### src/hw/rtl/kcp_pkg.sv
// Shared types and constants for the Kalman covariance prediction block.
// Used by kcp_ctrl, kcp_datapath and kalman_covariance_predict; no dependencies.
package kcp_pkg;

	localparam int MaxDim      = 64;
	localparam int DimW        = $clog2(MaxDim);
	localparam int AddrW       = 2 * DimW;
	localparam int Depth       = MaxDim * MaxDim;
	localparam int DataW       = 32;
	localparam int CfgW        = 8;
	localparam int CntW        = DimW + 1;
	localparam int AccW        = 2 * DataW + DimW;
	localparam int DrainCycles = 7;
	localparam int DrainW      = $clog2(DrainCycles);

	typedef enum logic [1:0] {
		OP_LOAD    = 2'd0,
		OP_COMPUTE = 2'd1,
		OP_READ    = 2'd2,
		OP_NONE    = 2'd3
	} op_t;

	typedef enum logic [1:0] {
		SEL_F     = 2'd0,
		SEL_PRIOR = 2'd1,
		SEL_G     = 2'd2,
		SEL_Q     = 2'd3
	} sel_t;

	// Product stages of one compute request, in order.
	typedef enum logic [1:0] {
		STG_FP  = 2'd0,
		STG_SFT = 2'd1,
		STG_GQ  = 2'd2,
		STG_SGT = 2'd3
	} stage_t;

	typedef enum logic [1:0] {
		SRC_ZERO     = 2'd0,
		SRC_READ     = 2'd1,
		SRC_MISMATCH = 2'd2
	} out_src_t;

	typedef enum logic [2:0] {
		ST_IDLE,
		ST_READ,
		ST_SETUP,
		ST_RUN,
		ST_DRAIN
	} state_t;

	localparam int CfgIdxW = 1;

	typedef enum logic [CfgIdxW-1:0] {
		CFG_STATE_DIM = 1'b0,
		CFG_NOISE_DIM = 1'b1
	} cfg_idx_t;

	typedef struct packed {
		logic            load;
		logic            issue;
		logic            first;
		logic            last;
		stage_t          stage;
		logic [DimW-1:0] i;
		logic [DimW-1:0] j;
		logic [DimW-1:0] k;
		logic            out_ld;
		out_src_t        out_src;
	} cmd_t;

endpackage

### src/hw/rtl/kcp_ctrl.sv
// Controller of the Kalman covariance prediction block: handshake, configuration
// registers and the loop sequencer of the product stages. Depends on kcp_pkg.
module kcp_ctrl (
	input  logic                       clk,
	input  logic                       arst_n,
	input  logic                       in_valid,
	output logic                       in_ready,
	input  logic [1:0]                 operation,
	output logic                       out_valid,
	input  logic                       out_ready,
	input  logic                       cfg_we,
	input  logic [kcp_pkg::CfgIdxW-1:0] cfg_index,
	input  logic [kcp_pkg::CfgW-1:0]   cfg_data,
	output kcp_pkg::cmd_t              cmd
);

	kcp_pkg::state_t                 state_q, state_d;
	kcp_pkg::stage_t                 stage_q, stage_d;
	logic [kcp_pkg::DimW-1:0]        i_q, i_d, j_q, j_d, k_q, k_d;
	logic [kcp_pkg::DrainW-1:0]      drain_q, drain_d;
	logic [kcp_pkg::CfgW-1:0]        n_q, p_q;
	logic                            out_valid_q, out_valid_d;
	logic [kcp_pkg::CntW-1:0]        rows, inner, cols;
	logic [kcp_pkg::CntW-1:0]        rows_m1, inner_m1, cols_m1;
	logic                            k_last, j_last, i_last;

	assign out_valid = out_valid_q;

	always_ff @(posedge clk or negedge arst_n) begin
		if (!arst_n) begin
			state_q     <= kcp_pkg::ST_IDLE;
			stage_q     <= kcp_pkg::STG_FP;
			i_q         <= '0;
			j_q         <= '0;
			k_q         <= '0;
			drain_q     <= '0;
			out_valid_q <= 1'b0;
			n_q         <= kcp_pkg::CfgW'(4);
			p_q         <= kcp_pkg::CfgW'(4);
		end else begin
			state_q     <= state_d;
			stage_q     <= stage_d;
			i_q         <= i_d;
			j_q         <= j_d;
			k_q         <= k_d;
			drain_q     <= drain_d;
			out_valid_q <= out_valid_d;
			if (cfg_we) begin
				unique case (kcp_pkg::cfg_idx_t'(cfg_index))
					kcp_pkg::CFG_STATE_DIM: n_q <= cfg_data;
					kcp_pkg::CFG_NOISE_DIM: p_q <= cfg_data;
					default: ;
				endcase
			end
		end
	end

	// Loop bounds of the current stage; only used once n and p are known to fit.
	always_comb begin
		rows = n_q[kcp_pkg::CntW-1:0];
		case (stage_q)
			kcp_pkg::STG_FP, kcp_pkg::STG_SFT: begin
				inner = n_q[kcp_pkg::CntW-1:0];
				cols  = n_q[kcp_pkg::CntW-1:0];
			end
			kcp_pkg::STG_GQ: begin
				inner = p_q[kcp_pkg::CntW-1:0];
				cols  = p_q[kcp_pkg::CntW-1:0];
			end
			default: begin
				inner = p_q[kcp_pkg::CntW-1:0];
				cols  = n_q[kcp_pkg::CntW-1:0];
			end
		endcase
		rows_m1  = rows - kcp_pkg::CntW'(1);
		inner_m1 = inner - kcp_pkg::CntW'(1);
		cols_m1  = cols - kcp_pkg::CntW'(1);
		k_last   = {1'b0, k_q} == inner_m1;
		j_last   = {1'b0, j_q} == cols_m1;
		i_last   = {1'b0, i_q} == rows_m1;
	end

	always_comb begin
		state_d     = state_q;
		stage_d     = stage_q;
		i_d         = i_q;
		j_d         = j_q;
		k_d         = k_q;
		drain_d     = drain_q;
		in_ready    = 1'b0;
		cmd         = '0;
		cmd.stage   = stage_q;
		cmd.i       = i_q;
		cmd.j       = j_q;
		cmd.k       = k_q;
		cmd.out_src = kcp_pkg::SRC_ZERO;

		unique case (state_q)
			kcp_pkg::ST_IDLE: begin
				in_ready = !out_valid_q || out_ready;
				if (in_valid && in_ready) begin
					unique case (kcp_pkg::op_t'(operation))
						kcp_pkg::OP_LOAD: begin
							cmd.load   = 1'b1;
							cmd.out_ld = 1'b1;
						end
						kcp_pkg::OP_COMPUTE: begin
							if (n_q > kcp_pkg::CfgW'(kcp_pkg::MaxDim) ||
							    p_q > kcp_pkg::CfgW'(kcp_pkg::MaxDim)) begin
								cmd.out_ld  = 1'b1;
								cmd.out_src = kcp_pkg::SRC_MISMATCH;
							end else begin
								stage_d = kcp_pkg::STG_FP;
								state_d = kcp_pkg::ST_SETUP;
							end
						end
						kcp_pkg::OP_READ: state_d = kcp_pkg::ST_READ;
						kcp_pkg::OP_NONE: cmd.out_ld = 1'b1;
					endcase
				end
			end
			kcp_pkg::ST_READ: begin
				cmd.out_ld  = 1'b1;
				cmd.out_src = kcp_pkg::SRC_READ;
				state_d     = kcp_pkg::ST_IDLE;
			end
			kcp_pkg::ST_SETUP: begin
				// A stage with an empty dimension leaves its target unchanged.
				if (rows == '0 || inner == '0 || cols == '0) begin
					if (stage_q == kcp_pkg::STG_SGT) begin
						cmd.out_ld = 1'b1;
						state_d    = kcp_pkg::ST_IDLE;
					end else begin
						stage_d = kcp_pkg::stage_t'(stage_q + 2'd1);
					end
				end else begin
					i_d     = '0;
					j_d     = '0;
					k_d     = '0;
					state_d = kcp_pkg::ST_RUN;
				end
			end
			kcp_pkg::ST_RUN: begin
				cmd.issue = 1'b1;
				cmd.first = k_q == '0;
				cmd.last  = k_last;
				if (k_last) begin
					k_d = '0;
					if (j_last) begin
						j_d = '0;
						if (i_last) begin
							drain_d = '0;
							state_d = kcp_pkg::ST_DRAIN;
						end else begin
							i_d = i_q + kcp_pkg::DimW'(1);
						end
					end else begin
						j_d = j_q + kcp_pkg::DimW'(1);
					end
				end else begin
					k_d = k_q + kcp_pkg::DimW'(1);
				end
			end
			kcp_pkg::ST_DRAIN: begin
				// Let the last writes of this stage land before the next one reads.
				drain_d = drain_q + kcp_pkg::DrainW'(1);
				if (drain_q == kcp_pkg::DrainW'(kcp_pkg::DrainCycles - 1)) begin
					if (stage_q == kcp_pkg::STG_SGT) begin
						cmd.out_ld = 1'b1;
						state_d    = kcp_pkg::ST_IDLE;
					end else begin
						stage_d = kcp_pkg::stage_t'(stage_q + 2'd1);
						state_d = kcp_pkg::ST_SETUP;
					end
				end
			end
			default: state_d = kcp_pkg::ST_IDLE;
		endcase

		out_valid_d = cmd.out_ld || (out_valid_q && !out_ready);
	end

endmodule

### config.mk
export PLATFORM = sky130hd
export DESIGN_NAME = kcp_ctrl
export DESIGN_NICKNAME = d
export VERILOG_FILES = /design/src/hw/rtl/kcp_pkg.sv /design/src/hw/rtl/kcp_ctrl.sv
export SDC_FILE = /design/constraint.sdc
export NUM_CORES = 1
export LEC_CHECK = 0
export ABC_AREA = 1
export BUFFER_PORTS_ARGS = -buffer_cell sky130_fd_sc_hd__buf_2
export CAP_MARGIN = 20
export CORE_ASPECT_RATIO = 0.7
export CORE_UTILIZATION = 60
export CTS_CLUSTER_DIAMETER = 150
export DETAILED_ROUTE_END_ITERATION = 6
export HOLD_SLACK_MARGIN = 0.15
export PLACE_DENSITY = 0.84
export SYNTH_ARGS = -nofsm -noshare
export SYNTH_HDL_FRONTEND = slang
export SYNTH_SLANG_ARGS = --single-unit
### constraint.sdc
create_clock -name clk -period 7.2 [get_ports clk]
set_clock_uncertainty 0.05 [all_clocks]
set_input_delay 1.08 -clock clk [delete_from_list [all_inputs] [get_ports clk]]
set_output_delay 1.08 -clock clk [all_outputs]
set_load 0.02 [all_outputs]
==> out/qor.yml, run 1 <==
outcome:
  status: "complete, no violations"
min_path:
  min_path_type: "reg -> reg"
  hold_path_depth: 2
  min_to: "p_q[7]"
  hp-start: "p_q[7]"
die:
  die_w_um: 94.1
  initial_core_util_pct: 62.2
  core_mm2: 0.00573
  io_pins: 45
  design.die.area_mm2: 0.00626
  placementRows: 23
  fp.dieH_um: 66.5
placed_design:
  place.gp.congestion: 0.995
  port_buffers: 44
  dp_hpwl_mm: 6.71
grt:
  grt-ovfl-total: 0
  grt_pass1_vias: 3026
  grtUsageMet3_pct: 4.22
  grt_first_pass_wirelength_mm: 14.2
  grt_start_max_net_pins: 44
  gr-usage-met1_pct: 41.9
  grtUsageMet2_pct: 47.4
  grt_use_total_pct: 29.4
  antenna_found_initial: 0
  busiest_layer: "met2"
clocking:
  cts_max_path_buffers: 2
  cts_sinks: 43
  ctsResizeCount: 0
  clk_pin_slew_ps: 90
  clock_latency_ps: 310
  htreeDepth: 2
  cts_setup_buffers: 0
  cts_tree: "yes"
  cts_root_buf: "clkbuf_8"
  cts-hold-fix-buffers: 0
  numCtsBuffers: 5
sta:
  worstMarginPinSlew_ps: 895
  setup_tns_ps: 0
  setup_violations: 0
  fin_crit_ps: 3850
  period_share_pct: 53.4
  finalMaxSlewViolations: 0
  hold_violations: 0
  fmax_mhz: 260
  rsz0062_at_grt: "false"
  relSlewSlack_pct: 40.1
synthesis:
  synth_cell_types: 32
  synth-warning-count: 0
  synthTopCellsByArea: "dfrtp_1, nand2_1, inv_1, nand3_1, ha_1"
  synth_cells: 532
  synth_edf_count: 0
  synthesis.nets: 566
  yosys.area.top_type: "dfrtp_1"
  synth.most_common_cell: "nand2_1"
  async_flop_share_pct: 100
  synth_top_cell_area_share_pct: 28.8
  avgSynthCellArea_um2: 6.70
  ys_top_cells_by_count: "nand2_1, inv_1, nand3_1"
  ys_seq_elements: 43
  seq_area_frac_synth_pct: 30.3
  netlist_area_mm2: 0.00356
  ys_dominant_reg_cell: "dfrtp_1"
drt:
  wl_per_cell_um: 13.5
  via_per_inst: 5.41
  antenna_left: 0
  drt-pass1-iter-count: 5
  wl_mm: 8.78
  dr.first_iter.drc_count: 278
  num_vias: 3520
  drcViolationCount: 0
finish:
  multi_input_area_mm2: 0.00215
  layout.nets: 609
  diodes: 0
  final_layout_size_suffix_gt1_share_pct: 16.7
  num-fill-cells: 529
  seqCellArea_mm2: 0.00108
  syn_to_final_growth_pct: 10.9
setup_path:
  start_kind: "flop"
  critPathMaxStageDelay_ps: 610
  crit_family: "adder cells"
  r2r_cells: 17
  arrival_ps: 2720
  reg2reg_from: "stage_q[1]"
  r2r_setup_slack_ps: 4120
  cp-startpoint: "stage_q[1]"
  cp_cell_sequence: "ha_1 > inv_2 > nand2_1 > nand2_4 > ha_1 > nand4_1 > nand3_1 > o21ai_0 > nand3_1 > buf_2"
  cpMaxStageDelayCell: "dfrtp_1"
  crit_fanout: 14
  critPathBufInv: 2
  end_kind: "output port"
  worstSetupPathType: "reg -> out"
  cp.required_ps: 6070
  reg2reg_to: "drain_q[0]"
job:
  maxCapViolations: 0
power_and_ir_drop:
  p_total_uw: 877
  ir_drop_v: 0.000199
  p_leak_uw: 0.00220
  p_per_area_mw_per_mm2: 222
-- worst reg2reg max path, delay by kind of cell, from the launching register on --
kind / cells / cell delay [ps]
AND/OR/NAND/NOR: 12 / 1190
adder cells (fa/ha/maj): 2 / 780
flip-flops: 1 / 610
buffers and inverters: 2 / 200
AO/OA/AOI/OAI: 1 / 140
-- placed cells by master (no fill, tap or decap), types with 5 or more instances in the layout --
cell and count:
xnor2_1 5, inv_1 64, nand2_2 12, dfrtp_1 41, clkbuf_8 5, nor2_1 30
inv_2 7, buf_2 44, nor2_2 6, xor2_1 14, o22ai_1 5, ha_1 18
nand2_1 190, o21ai_0 24, nor3_1 5, a21oi_1 7, nand3_1 47, o21ai_1 9
nand4_1 15, nor2_4 5
-- sequential cells by signal (all words and copies together), names as in the netlist --
register   cells
state_q        3
stage_q        2
out_valid      1
j_q            6
drain_q        3
n_q            8
k_q            6
i_q            6
p_q            8
-- metal layers --
metal  up-vias  part of all wire, %
met4         0                 0.98
met2       115                   44
met5         -                    0
met1      1616                   50
met3        11                  5.6
li1       1778                    -
-- kinds of logic (layout without fill, tap and decap cells) --
group                    Yosys count  in the layout  share of synthesized area [%]
AO/OA/AOI/OAI                     48             48                           7.16
XOR/XNOR                          19             19                           4.67
adder cells (fa/ha/maj)           18             18                           6.32
buffers and inverters             80            124                           9.34
flip-flops                        43             43                           30.3
AND/OR/NAND/NOR                  324            324                           42.2
-- through the flow --
stage          instances  hold slack (ps)  setup WS, ps  util [%]  area [um^2]
2_1_floorplan        532              403          4140         -         3560
4_1_cts              650              448          3370      68.5         3920
5_1_grt              651              498          3120      69.0         3950
3_3_place_gp         642              423          3790      66.6         3810
3_5_place_dp         642              429          3710      66.6         3810
6_report             651              446          3350      69.0         3950
-- report_power, final --
part	total (uW)	leakage [uW]	switching (uW)	internal (uW)
clock network	196	0.0000581	92.6	103
registers	333	0.000545	56.1	277
logic	348	0.00160	220	128
total	877	0.00220	368	509
-- layout make-up --
class | instances | share of cell area [%]
clock buffer | 5 | 1.74
clock inverter | 3 | 1.11
inverter | 71 | 6.74
multi-input combinational | 409 | 54.5
sequential | 43 | 27.3
tap | 75 | 2.37
timing repair buffer | 45 | 6.27
-- worst max path at each step --
stage          endpoint  cells after the start
3_5_place_dp     cmd[2]                     10
3_3_place_gp     cmd[2]                     10
5_1_grt          cmd[2]                     10
2_1_floorplan    cmd[2]                     10
6_report         cmd[2]                     10
4_1_cts          cmd[2]                     10
(Power assumes the default switching activity.)
==> run 2, diff against run 1 <==
--- a/config.mk
+++ b/config.mk
@@ -5,15 +5,15 @@
 export SDC_FILE = /design/constraint.sdc
 export NUM_CORES = 1
 export LEC_CHECK = 0
-export ABC_AREA = 1
+export ABC_AREA = 0
 export BUFFER_PORTS_ARGS = -buffer_cell sky130_fd_sc_hd__buf_2
 export CAP_MARGIN = 20
 export CORE_ASPECT_RATIO = 0.7
-export CORE_UTILIZATION = 60
+export CORE_UTILIZATION = 52
 export CTS_CLUSTER_DIAMETER = 150
 export DETAILED_ROUTE_END_ITERATION = 6
 export HOLD_SLACK_MARGIN = 0.15
-export PLACE_DENSITY = 0.84
+export PLACE_DENSITY = 0.78
 export SYNTH_ARGS = -nofsm -noshare
 export SYNTH_HDL_FRONTEND = slang
 export SYNTH_SLANG_ARGS = --single-unit
==> constraint.sdc (replaced) <==
create_clock -name clk -period 3.2 [get_ports clk]
set_clock_uncertainty 0.05 [all_clocks]
set_input_delay 0.48 -clock clk [delete_from_list [all_inputs] [get_ports clk]]
set_output_delay 0.48 -clock clk [all_outputs]
set_load 0.02 [all_outputs]
==> out/qor.yml, run 2 <==
setup_path:
  cpMaxStageDelayCell: "dfrtp_2"
  start_kind: "flop"
  cp.required_ps: 2670
  critPathMaxStageDelay_ps: 440
  cp-startpoint: "stage_q[1]"
  end_kind: "output port"
  arrival_ps: 2590
  crit_fanout: 8
  r2r_setup_slack_ps: 150
  reg2reg_from: "stage_q[1]"
  worstSetupPathType: "reg -> out"
  cp_cell_sequence: "ha_4 > mux2i_4 > ha_2 > nand2b_1 > a211oi_2 > a311o_1 > nand4_1 > a21oi_1 > or3_4 > buf_6"
clocking:
  cts_max_path_buffers: 2
  cts_sinks: 43
  htreeDepth: 2
  numCtsBuffers: 5
  cts_tree: "yes"
  cts-hold-fix-buffers: 0
  clock_latency_ps: 300
  cts_root_buf: "clkbuf_8"
  clk_pin_slew_ps: 80
synthesis:
  seq_area_frac_synth_pct: 33.7
  synthTopCellsByArea: "dfrtp_1, ha_1, mux2_2, xnor2_1, mux2i_1"
  netlist_area_mm2: 0.00320
  synth-warning-count: 0
  async_flop_share_pct: 100
  synth.most_common_cell: "dfrtp_1"
  synthesis.nets: 387
  synth_edf_count: 0
  ys_seq_elements: 43
  yosys.area.top_type: "dfrtp_1"
  ys_top_cells_by_count: "dfrtp_1, nand2_1, nor3_1, xnor2_1, mux2_2"
  synth_cell_types: 55
  synth_top_cell_area_share_pct: 32.0
  avgSynthCellArea_um2: 9.07
  synth_cells: 353
  ys_dominant_reg_cell: "dfrtp_1"
grt:
  grt_first_pass_wirelength_mm: 12.8
  grt_use_total_pct: 26.2
  antenna_found_initial: 0
  grt_start_max_net_pins: 44
  grt-ovfl-total: 0
  grt_pass1_vias: 2636
drt:
  num_vias: 2897
  via_per_inst: 6.01
  drt-pass1-iter-count: 5
  dr.first_iter.drc_count: 226
  wl_mm: 8.00
  drcViolationCount: 0
  antenna_left: 0
  wl_per_cell_um: 16.6
die:
  fp.dieH_um: 67.7
  placementRows: 23
  io_pins: 45
  initial_core_util_pct: 54.8
  design.die.area_mm2: 0.00648
  core_mm2: 0.00584
  die_w_um: 95.8
finish:
  postLayoutCoreUtil_pct: 64.6
  layout.nets: 440
  final_cell_mix: "buf_2, dfrtp_1, nand2_1, xnor2_1, nor3_1"
  syn_to_final_growth_pct: 17.9
  largestRegisters: "n_q (8), p_q (8)"
  num-fill-cells: 481
  diodes: 0
  final_common_cell: "buf_2"
  final_layout_size_suffix_gt1_share_pct: 28.0
sta:
  hold_ws_ps: 270
  setup_violations: 0
  worstMarginPinSlew_ps: 934
  period_share_pct: 97.4
  hold_violations: 0
  fin_crit_ps: 3120
  fmax_mhz: 321
  relSlewSlack_pct: 37.7
  finalMaxSlewViolations: 0
power_and_ir_drop:
  p_leak_uw: 0.00165
  p_per_area_mw_per_mm2: 711
  ir_drop_v: 0.000324
placed_design:
  port_buffers: 44
  dp_hpwl_mm: 5.96
  place.gp.congestion: 0.915
job:
  maxCapViolations: 0
outcome:
  status: "complete, no violations"
min_path:
  min_path_type: "in -> async"
==> run 2: changes by cell type in the layout (fill, tap and decap cells not counted), sizes merged, moves of 8 or more <==
cell,before,now
mux2,0,19
nor3,6,20
nand4,17,7
xnor2,5,20
nand2,207,28
inv,71,17
nor2,41,15
buf,45,63
o21ai,33,18
mux2i,0,16
nand3,48,16
xor2,14,6
==> run 2: layer usage <==
| layer | GRT usage (%) | vias to the layer above | share of wire [%] |
|---|---|---|---|
| li1 | - | 1393 | - |
| met1 | 37.5 | 1393 | 49 |
| met2 | 41.4 | 102 | 45 |
| met3 | 3.94 | 9 | 5.3 |
| met4 | 6.72 | 0 | 0.88 |
| met5 | 0 | - | 0 |
==> run 2: logic make-up (layout without fill, tap and decap cells) <==
group,count (synthesis),in the layout,share of synthesized area [%]
xor+xnor,26,26,7.11
simple gates,129,129,21.6
fa+ha+maj,18,18,7.03
compound gates,68,68,14.3
flops,43,43,33.7
mux,35,35,11.7
buf+inv,34,88,4.53
==> run 2: layout make-up <==
type | instances | area, um^2 | area share [%]
multi-input cells | 276 | 2070 | 54.9
flip-flops and latches | 43 | 1080 | 28.7
repair buffers | 63 | 373 | 9.87
well taps | 75 | 93.8 | 2.49
clock buffers | 7 | 86.3 | 2.29
inverters | 17 | 63.8 | 1.69
clock inverters | 1 | 5.00 | 0.133
==> run 2: critical path: cells and delay by family, from the launching register on <==
kind / cells / cell delay, ps
simple gates: 3 / 590
compound gates: 3 / 510
flops: 1 / 440
fa+ha+maj: 2 / 410
mux: 1 / 200
buf+inv: 1 / 140
==> run 2: per-stage QoR <==
stage	TNS, ps	cells	area (um^2)	total power, uW	worst slack [ps]
2_1_floorplan	0	353	3210	1800	1.72
3_3_place_gp	0	470	3550	2140	190
3_5_place_dp	0	470	3550	2200	61.7
4_1_cts	0	480	3700	2600	12.3
5_1_grt	-5.95	482	3780	2870	-5.66
6_report	0	482	3780	2690	82.0
==> run 2: where the power goes <==
part | switching [uW] | internal (uW) | total, uW
Combinational | 869 | 678 | 1550
Sequential | 136 | 639 | 775
Clock | 188 | 174 | 363
Total | 1190 | 1490 | 2690
==> run 2: worst paths after layout <==
kind / to / cells past startpoint
worst max-delay path: cmd[2] / 10
worst min-delay path: state_q[0] / 1
worst max register to register: i_q[4] / 11
worst min register to register: out_valid / 2
max in group asynchronous: n_q[1] / 1
min in group clk: n_q[0] / 3
==> run 2: repair_timing <==
item,4_1_cts,5_1_grt
setup buffers,2,2
pin swaps,1,5
resized for setup,7,14
setup endpoints to repair,1,7
==> run 3, diff against run 2 <==
--- a/config.mk
+++ b/config.mk
@@ -14,6 +14,7 @@
 export DETAILED_ROUTE_END_ITERATION = 6
 export HOLD_SLACK_MARGIN = 0.15
 export PLACE_DENSITY = 0.78
+export SETUP_SLACK_MARGIN = 0.2
 export SYNTH_ARGS = -nofsm -noshare
 export SYNTH_HDL_FRONTEND = slang
 export SYNTH_SLANG_ARGS = --single-unit
==> out/qor.yml, run 3 (same netlist as run 2, synthesis figures left out) <==
placed_design:
  placed_area_mm2: 0.00358
  dp_hpwl_mm: 6.21
  port_buffers: 44
  place.gp.congestion: 0.913
  place_ws_ps: 136
finish:
  num-fill-cells: 469
  largestRegisters: "n_q (8), p_q (8)"
  final_common_cell: "buf_2"
  final_cell_mix: "buf_2, dfrtp_1, nand2_1, buf_4, xnor2_1"
  seqCellArea_mm2: 0.00108
  diodes: 0
  postLayoutCoreUtil_pct: 67.0
  multi_input_area_mm2: 0.00213
  layout.nets: 444
  syn_to_final_growth_pct: 22.1
  final_layout_size_suffix_gt1_share_pct: 30.7
  final_area_mm2: 0.00391
clocking:
  cts_root_buf: "clkbuf_8"
  clk_pin_slew_ps: 80
  htreeDepth: 2
  cts_sinks: 43
  numCtsBuffers: 5
  cts_max_path_buffers: 2
  cts_tree: "yes"
  clock_latency_ps: 310
  cts-hold-fix-buffers: 0
power_and_ir_drop:
  p_leak_uw: 0.00170
  ir_drop_v: 0.000379
  p_total_uw: 2980
  p_per_area_mw_per_mm2: 761
sta:
  setup_tns_ps: 0
  fmax_mhz: 323
  relSlewSlack_pct: 35.0
  hold_violations: 0
  setup_ws_ps: 103
  worstMarginPinSlew_ps: 976
  setup_violations: 0
  finalMaxSlewViolations: 0
  fin_crit_ps: 3100
  period_share_pct: 96.8
  rsz0062_at_grt: "true"
min_path:
  min_path_type: "in -> async"
grt:
  grt_start_max_net_pins: 44
  grt_use_total_pct: 27.2
  grt-ovfl-total: 0
  antenna_found_initial: 0
  grt_first_pass_wirelength_mm: 13.2
  grt_pass1_vias: 2688
outcome:
  status: "complete, no violations"
setup_path:
  start_kind: "flop"
  crit_fanout: 15
  end_kind: "output port"
  cp_cell_sequence: "buf_8 > inv_2 > ha_1 > nor2_1 > mux2i_2 > a311o_1 > nand4_1 > a21oi_1 > or3_4 > buf_6"
  cpMaxStageDelayCell: "dfrtp_2"
  arrival_ps: 2570
  critPathBufInv: 3
  critPathMaxStageDelay_ps: 420
  crit_family: "simple AND/OR/NAND/NOR gates"
  cp.required_ps: 2670
  worstSetupPathType: "reg -> out"
die:
  initial_core_util_pct: 54.8
  design.die.area_mm2: 0.00648
  io_pins: 45
  die_w_um: 95.8
  placementRows: 23
  fp.dieH_um: 67.7
  core_mm2: 0.00584
drt:
  drt-pass1-iter-count: 5
  wl_per_cell_um: 17.6
  num_vias: 2992
  drcViolationCount: 0
  antenna_left: 0
  dr.first_iter.drc_count: 234
  via_per_inst: 6.16
  wl_mm: 8.54
job:
  maxCapViolations: 0
run 3: layer usage:
| layer | share of wire [%] | global-route usage [%] |
|---|---|---|
| met5 | 0 | 0 |
| met4 | 1.4 | 9.14 |
| met3 | 8.9 | 5.29 |
| met2 | 44 | 41.0 |
| met1 | 46 | 38.8 |
run 3: per-stage QoR:
step | hold WS, ps | std cells
finish | 280 | 486
global route | 360 | 486
CTS | 319 | 480
detailed placement | 456 | 468
global placement | 444 | 468
floorplan | 134 | 353
run 3: path summary, 6_finish.rpt:
| check | from | endpoint | slack [ps] | cells past startpoint |
|---|---|---|---|---|
| max in group asynchronous | arst_n | stage_q[1] | 2170 | 1 |
| min in group clk | cfg_data[1] | n_q[1] | 350 | 3 |
| worst max-delay path | stage_q[1] | cmd[2] | 100 | 10 |
| worst min-delay path | arst_n | out_valid | 280 | 1 |
| worst max register to register | stage_q[1] | i_q[5] | 210 | 11 |
| worst min register to register | out_valid | out_valid | 470 | 2 |
run 3: power by group:
part / internal (uW) / total (uW) / switching [uW]
Sequential: 639 / 803 / 164
Combinational: 747 / 1660 / 915
Clock: 311 / 512 / 200
run 3: layout make-up:
class	instances	area share (%)
multi-input cells	276	54.4
flip-flops and latches	43	27.6
repair buffers	67	10.4
well taps	75	2.40
clock buffers	5	1.76
clock inverters	3	1.73
inverters	17	1.70
run 3: timing repair:
item,CTS,global route
endpoints found under the setup margin,10,20
pin swaps,6,9
resized for setup,9,18
setup buffers,4,6
